<file path="src/gsp_pkg.sv">
// -----------------------------------------------------------------------------
// gsp_pkg: shared types and constants of the gaussian grid splat block
// Payload structs, controller commands and status, register indexes and the
// exponential lookup table built at elaboration.
// -----------------------------------------------------------------------------
package gsp_pkg;

   localparam int EXP_TABLE_ENTRIES = 256;
   localparam int EXP_BITS          = 8;
   localparam int EXP_SPAN          = 16;

   localparam logic [29:0] INV_2PI_Q32 = 30'd683565276;
   localparam logic [47:0] SAT48       = 48'hFFFF_FFFF_FFFF;

   // Configuration register indexes.
   localparam logic [1:0] CSR_CELL_SIZE = 2'd0;
   localparam logic [1:0] CSR_ORIGIN_X  = 2'd1;
   localparam logic [1:0] CSR_ORIGIN_Y  = 2'd2;

   // Divider step counts for each kind of division.
   localparam logic [6:0] DIV_STEPS_NORM = 7'd46;
   localparam logic [6:0] DIV_STEPS_WIN  = 7'd28;
   localparam logic [6:0] DIV_STEPS_IDX  = 7'(EXP_BITS);

   typedef struct packed {
      logic               action;
      logic signed [23:0] pos_x;
      logic signed [23:0] pos_y;
      logic [23:0]        spread;
      logic [31:0]        amount;
      logic [23:0]        deposit_time;
      logic [7:0]         read_col;
      logic [7:0]         read_row;
   } req_type;

   typedef struct packed {
      logic [47:0] landed_amount;
      logic [47:0] cell_total;
      logic [23:0] cell_first_time;
   } rsp_type;

   typedef struct packed {
      logic [47:0] density;
      logic [23:0] first_time;
   } cell_type;

   typedef enum logic [2:0] {
      DIV_NORM,
      DIV_X0,
      DIV_X1,
      DIV_Y0,
      DIV_Y1,
      DIV_IDX
   } div_sel_type;

   typedef enum logic [4:0] {
      ST_CLEAR,
      ST_IDLE,
      ST_RD_ISSUE,
      ST_RD_OUT,
      ST_PREP,
      ST_DIV_GO,
      ST_DIV_WAIT,
      ST_CELL_INIT,
      ST_FETCH,
      ST_SQUARE,
      ST_SUM,
      ST_IDX_GO,
      ST_IDX_WAIT,
      ST_DEP,
      ST_WRITE,
      ST_AREA,
      ST_NEXT,
      ST_DONE
   } state_type;

   typedef struct packed {
      logic        capture;
      logic        clr_wr;
      logic        rd_cell;
      logic        rsp_read;
      logic        prep;
      logic        div_go;
      div_sel_type div_sel;
      logic        div_take;
      logic        cell_init;
      logic        cell_fetch;
      logic        cell_sq;
      logic        cell_sum;
      logic        cell_dep;
      logic        cell_write;
      logic        cell_scale;
      logic        cell_next;
      logic        rsp_dep;
   } cmd_type;

   typedef struct packed {
      logic clr_last;
      logic div_done;
      logic cell_last;
   } status_type;

   typedef logic [EXP_TABLE_ENTRIES-1:0][31:0] exp_table_type;

   // Q31 table of exp(-i*16/entries), built by repeated multiplication with a
   // ratio taken from a twelve-term Taylor series.
   function automatic exp_table_type build_exp_table();
      logic [63:0]   x;
      logic [63:0]   term;
      logic [63:0]   r;
      longint        sum;
      exp_table_type t;
      x    = (64'(EXP_SPAN) << 31) / 64'(EXP_TABLE_ENTRIES);
      term = 64'd1 << 31;
      sum  = longint'(64'd1 << 31);
      for (int k = 1; k <= 12; k++) begin
         term = ((term * x) >> 31) / 64'(k);
         if ((k % 2) == 1) begin
            sum = sum - longint'(term);
         end else begin
            sum = sum + longint'(term);
         end
      end
      r = (sum > 0) ? 64'(sum) : 64'd0;
      t[0] = 32'h8000_0000;
      for (int i = 1; i < EXP_TABLE_ENTRIES; i++) begin
         t[i] = 32'(((64'(t[i-1]) * r) + (64'd1 << 30)) >> 31);
      end
      return t;
   endfunction

   localparam exp_table_type EXP_TABLE = build_exp_table();

endpackage

</file>
<file path="src/gsp_ctrl.sv">
// -----------------------------------------------------------------------------
// gsp_ctrl: sequencing controller
// Runs the clearing pass, the read flow and the deposit flow, driving the
// datapath by commands and following its status.
// -----------------------------------------------------------------------------
module gsp_ctrl (
   input  logic                clock,
   input  logic                reset,
   input  logic                accept,
   input  logic                item_is_read,
   input  gsp_pkg::status_type status,
   output gsp_pkg::cmd_type    cmd,
   output logic                busy
);

   gsp_pkg::state_type   state_ff, state_in;
   gsp_pkg::div_sel_type sel_ff, sel_in;

   always_comb begin
      state_in = state_ff;
      sel_in   = sel_ff;
      unique case (state_ff)
         gsp_pkg::ST_CLEAR: begin
            if (status.clr_last) state_in = gsp_pkg::ST_IDLE;
         end
         gsp_pkg::ST_IDLE: begin
            if (accept) begin
               state_in = item_is_read ? gsp_pkg::ST_RD_ISSUE : gsp_pkg::ST_PREP;
            end
         end
         gsp_pkg::ST_RD_ISSUE: state_in = gsp_pkg::ST_RD_OUT;
         gsp_pkg::ST_RD_OUT:   state_in = gsp_pkg::ST_IDLE;
         gsp_pkg::ST_PREP: begin
            sel_in   = gsp_pkg::DIV_NORM;
            state_in = gsp_pkg::ST_DIV_GO;
         end
         gsp_pkg::ST_DIV_GO:   state_in = gsp_pkg::ST_DIV_WAIT;
         gsp_pkg::ST_DIV_WAIT: begin
            if (status.div_done) begin
               unique case (sel_ff)
                  gsp_pkg::DIV_NORM: sel_in = gsp_pkg::DIV_X0;
                  gsp_pkg::DIV_X0:   sel_in = gsp_pkg::DIV_X1;
                  gsp_pkg::DIV_X1:   sel_in = gsp_pkg::DIV_Y0;
                  gsp_pkg::DIV_Y0:   sel_in = gsp_pkg::DIV_Y1;
                  default:           sel_in = gsp_pkg::DIV_NORM;
               endcase
               state_in = (sel_ff == gsp_pkg::DIV_Y1) ? gsp_pkg::ST_CELL_INIT
                                                      : gsp_pkg::ST_DIV_GO;
            end
         end
         gsp_pkg::ST_CELL_INIT: state_in = gsp_pkg::ST_FETCH;
         gsp_pkg::ST_FETCH:     state_in = gsp_pkg::ST_SQUARE;
         gsp_pkg::ST_SQUARE:    state_in = gsp_pkg::ST_SUM;
         gsp_pkg::ST_SUM:       state_in = gsp_pkg::ST_IDX_GO;
         gsp_pkg::ST_IDX_GO:    state_in = gsp_pkg::ST_IDX_WAIT;
         gsp_pkg::ST_IDX_WAIT: begin
            if (status.div_done) state_in = gsp_pkg::ST_DEP;
         end
         gsp_pkg::ST_DEP:   state_in = gsp_pkg::ST_WRITE;
         gsp_pkg::ST_WRITE: state_in = gsp_pkg::ST_AREA;
         gsp_pkg::ST_AREA:  state_in = gsp_pkg::ST_NEXT;
         gsp_pkg::ST_NEXT: begin
            state_in = status.cell_last ? gsp_pkg::ST_DONE : gsp_pkg::ST_FETCH;
         end
         gsp_pkg::ST_DONE: state_in = gsp_pkg::ST_IDLE;
         default:          state_in = gsp_pkg::ST_IDLE;
      endcase
   end

   always_comb begin
      cmd            = '0;
      cmd.capture    = (state_ff == gsp_pkg::ST_IDLE) && accept;
      cmd.clr_wr     = (state_ff == gsp_pkg::ST_CLEAR);
      cmd.rd_cell    = (state_ff == gsp_pkg::ST_RD_ISSUE);
      cmd.rsp_read   = (state_ff == gsp_pkg::ST_RD_OUT);
      cmd.prep       = (state_ff == gsp_pkg::ST_PREP);
      cmd.div_go     = (state_ff == gsp_pkg::ST_DIV_GO) || (state_ff == gsp_pkg::ST_IDX_GO);
      cmd.div_sel    = ((state_ff == gsp_pkg::ST_IDX_GO) || (state_ff == gsp_pkg::ST_IDX_WAIT))
                       ? gsp_pkg::DIV_IDX : sel_ff;
      cmd.div_take   = ((state_ff == gsp_pkg::ST_DIV_WAIT) || (state_ff == gsp_pkg::ST_IDX_WAIT))
                       && status.div_done;
      cmd.cell_init  = (state_ff == gsp_pkg::ST_CELL_INIT);
      cmd.cell_fetch = (state_ff == gsp_pkg::ST_FETCH);
      cmd.cell_sq    = (state_ff == gsp_pkg::ST_SQUARE);
      cmd.cell_sum   = (state_ff == gsp_pkg::ST_SUM);
      cmd.cell_dep   = (state_ff == gsp_pkg::ST_DEP);
      cmd.cell_write = (state_ff == gsp_pkg::ST_WRITE);
      cmd.cell_scale = (state_ff == gsp_pkg::ST_AREA);
      cmd.cell_next  = (state_ff == gsp_pkg::ST_NEXT);
      cmd.rsp_dep    = (state_ff == gsp_pkg::ST_DONE);
      busy           = (state_ff != gsp_pkg::ST_IDLE);
   end

   always_ff @(posedge clock) begin
      if (reset) begin
         state_ff <= gsp_pkg::ST_CLEAR;
         sel_ff   <= gsp_pkg::DIV_NORM;
      end else begin
         state_ff <= state_in;
         sel_ff   <= sel_in;
      end
   end

endmodule

</file>
<file path="config.mk">
export PLATFORM = sky130hd
export DESIGN_NAME = gsp_ctrl
export DESIGN_NICKNAME = d
export VERILOG_FILES = /design/src/gsp_pkg.sv /design/src/gsp_ctrl.sv
export SDC_FILE = /design/constraint.sdc
export NUM_CORES = 1
export LEC_CHECK = 0
export BUFFER_PORTS_ARGS = -buffer_cell sky130_fd_sc_hd__buf_2
export CORE_ASPECT_RATIO = 0.9
export CORE_MARGIN = 2
export CORE_UTILIZATION = 45
export CTS_BUF_LIST = sky130_fd_sc_hd__clkbuf_4 sky130_fd_sc_hd__clkbuf_8
export DETAILED_ROUTE_END_ITERATION = 16
export PLACE_DENSITY = 0.75
export SYNTH_ARGS = -nofsm -noshare
export SYNTH_HDL_FRONTEND = slang
export SYNTH_SLANG_ARGS = --single-unit
</file>
<file path="constraint.sdc">
create_clock -name clock -period 4.54 [get_ports clock]
set_input_delay 0.454 -clock clock [delete_from_list [all_inputs] [get_ports clock]]
set_output_delay 0.454 -clock clock [all_outputs]
set_load 0.05 [all_outputs]
</file>
==> impl_metrics.env <==
export IMPL_dieWidth_microns=48.2
export IMPL_h_tree_depth=1
export IMPL_coreArea_sq_mm=0.00166
export IMPL_synth_cells=105
export IMPL_globalplace_congestion=0.810
export IMPL_rows=14
export IMPL_cts_sinks=8
export IMPL_hpwlAfterDp_microns=1350
export IMPL_post_route_drc_count=0
export IMPL_antenna_found_initial=0
export IMPL_critPathArrivalTime_ns=1.93
export IMPL_drv_cap=0
export IMPL_seqPwrFrac=0.389
export IMPL_setup_slack_ns=2.15
export IMPL_yosys_warnings=0
export IMPL_yosys_area_top_type="dfxtp_1"
export IMPL_final_net_count=136
export IMPL_seq_area_frac_synth=0.202
export IMPL_synthTopCellsByArea="dfxtp_1, nor2_1, nand2b_1, nor3_1, nand2_1"
export IMPL_design_area_sq_um=920
export IMPL_hold_class="in2reg"
export IMPL_grt_max_degree=21
export IMPL_synth_top_area_share=0.202
export IMPL_rsz0062_at_grt="no"
export IMPL_internal_power_mw=0.134
export IMPL_drive_above_1_share=0.323
export IMPL_grt_pass1_wl_microns=2900
export IMPL_p_leak_nw=0.422
export IMPL_max_freq_mhz=419
export IMPL_hold_violations=0
export IMPL_numPortBuffers=26
export IMPL_post_cts_buffers=0
export IMPL_first_global_vias=647
export IMPL_initial_core_util=0.476
export IMPL_worst_setup_path_start_kind="flop"
export IMPL_area_growth_pct=16.1
export IMPL_dp_cells=148
export IMPL_p_switching_mw=0.0881
export IMPL_fin_cells=151
export IMPL_pwr_share_comb=0.377
export IMPL_clk_latency_ns=0.25
export IMPL_critPathRequiredTime_ns=4.09
export IMPL_syn_avg_cell_area_sq_um=7.54
export IMPL_ctsRootBufferMaster="clkbuf_4"
export IMPL_dpl_worst_slack_ns=2.49
export IMPL_setup_viol=0
export IMPL_p_clk_frac=0.234
export IMPL_tightest_slew_ns=0.724
export IMPL_cts_tree="built"
export IMPL_num_fill_cells=155
export IMPL_slew_headroom=0.513
export IMPL_grt_ovfl_total=0
export IMPL_postCtsHoldBufs=0
export IMPL_clk_pin_slew_ns=0.05
export IMPL_min_period_over_period=0.525
export IMPL_numCtsBuffers=3
export IMPL_first_pass_iters=4
export IMPL_synth_seq_cells=8
export IMPL_antenna_cells=0
export IMPL_peakVddDrop_uv=165
export IMPL_place_area_sq_um=897
export IMPL_ios=27
export IMPL_critPathMaxFanout=16
export IMPL_powerDensity_mw_per_mm2=242
export IMPL_period_needed_ns=2.39
export IMPL_detail_route_antenna_nets=0
export IMPL_cts_resized=0
export IMPL_slew_viol_final=0
export IMPL_synth_area_sq_um=792
export IMPL_synth_cell_types=43
export IMPL_critPathCaptureType="output port"
export IMPL_mappedNetlistNets=112
export IMPL_vias_per_cell=5.45
export IMPL_wirelength_microns=1840
export IMPL_crit_type="reg2out"
export IMPL_dieArea_sq_mm=0.00211
export IMPL_fin_tns_setup_ns=0
export IMPL_die_y_microns=43.8
export IMPL_clock_path_buffers=2
export IMPL_vias=823
export IMPL_swShare=0.396
export IMPL_drt_iter0_markers=24
export IMPL_skew_ns=0.00755
export IMPL_post_route_util=0.553
export IMPL_status="completed"
export IMPL_grt_usage=0.193
export IMPL_wl_per_cell_microns=12.2
power groups by stage:
stage	Sequential (mW)	Combinational, mW	Clock, mW
after CTS	0.0863	0.0835	0.0544
after global routing	0.0887	0.0903	0.0598
after global placement	0.0874	0.0827	0
after floorplan	0.0764	0.0829	0
after detailed placement	0.0878	0.0833	0
final	0.0865	0.0838	0.0521
layout by cell type (no fill, tap or decap), types with 3 or more instances in the layout:
cell       n
buf_2     26
nor2_1    14
nand2_1    9
nor3_1     8
dfxtp_1    8
nand2b_1   7
a21oi_1    5
and2_1     3
and3_1     3
clkbuf_4   3
registers in the layout (all words and copies together) (netlist names):
name,flops
sel_ff,3
state_ff,5
layer usage:
metal | global-route usage | part of all wire | up-vias
met5 | 0 | 0 | -
met4 | 0.0811 | 0.014 | 0
met3 | 0.0375 | 0.051 | 5
met2 | 0.263 | 0.46 | 27
met1 | 0.290 | 0.47 | 368
li1 | - | - | 423
metrics by stage:
| step | hold slack (ns) | total power, mW |
|---|---|---|
| CTS | 0.466 | 0.224 |
| floorplan | 0.448 | 0.159 |
| finish | 0.474 | 0.222 |
| detailed placement | 0.496 | 0.171 |
| global placement | 0.486 | 0.170 |
| global route | 0.475 | 0.239 |
worst max-delay path: stages (launching register included):
cell     delay (ns)
dfxtp_1        0.48
nor3_1         0.68
and3_1         0.26
buf_2          0.26
Yosys cell counts, drive strengths merged:
master / number
a21o: 1
nand2b: 7
and4b: 1
o22a: 1
inv: 2
o211ai: 1
and2b: 2
o22ai: 2
o21ai: 1
xor2: 2
and2: 3
a21boi: 1
buf: 6
nand4: 1
dfxtp: 8
a221oi: 1
or4b: 1
nand4b: 1
o21a: 1
nand3b: 2
and4: 1
mux2i: 2
or2b: 3
nand3: 2
nor3: 8
and3: 3
a32oi: 1
clkbuf: 1
or3: 3
nor2: 14
nand2: 9
a22oi: 1
a311oi: 1
or2: 1
o41ai: 1
a31oi: 2
o211a: 1
a21oi: 6
area by class of cell:
class	instances	area (sq um)	share of cell area
multi-input combinational	88	569	0.619
sequential	8	160	0.174
timing repair buffer	26	130	0.141
tap	24	30.0	0.0327
clock buffer	3	22.5	0.0245
inverter	2	7.51	0.00816
cells by family after synthesis:
logic type	Yosys count	share of synthesized area
AO/OA/AOI/OAI	22	0.220
XOR/XNOR	2	0.0221
buffers and inverters	9	0.0790
flip-flops	8	0.202
multiplexers	2	0.0253
AND/OR/NAND/NOR	62	0.452
worst paths after layout:
check                     end        start  depth (start not counted)  slack [ns]
setup / recovery      cmd[18]  state_ff[1]                          3        2.15
hold / removal    state_ff[1]        reset                          2        0.47
setup reg to reg  state_ff[1]  state_ff[1]                          4        2.66
hold reg to reg     sel_ff[2]    sel_ff[2]                          2        0.50
Note: power is estimated with default switching activity, not from simulation.
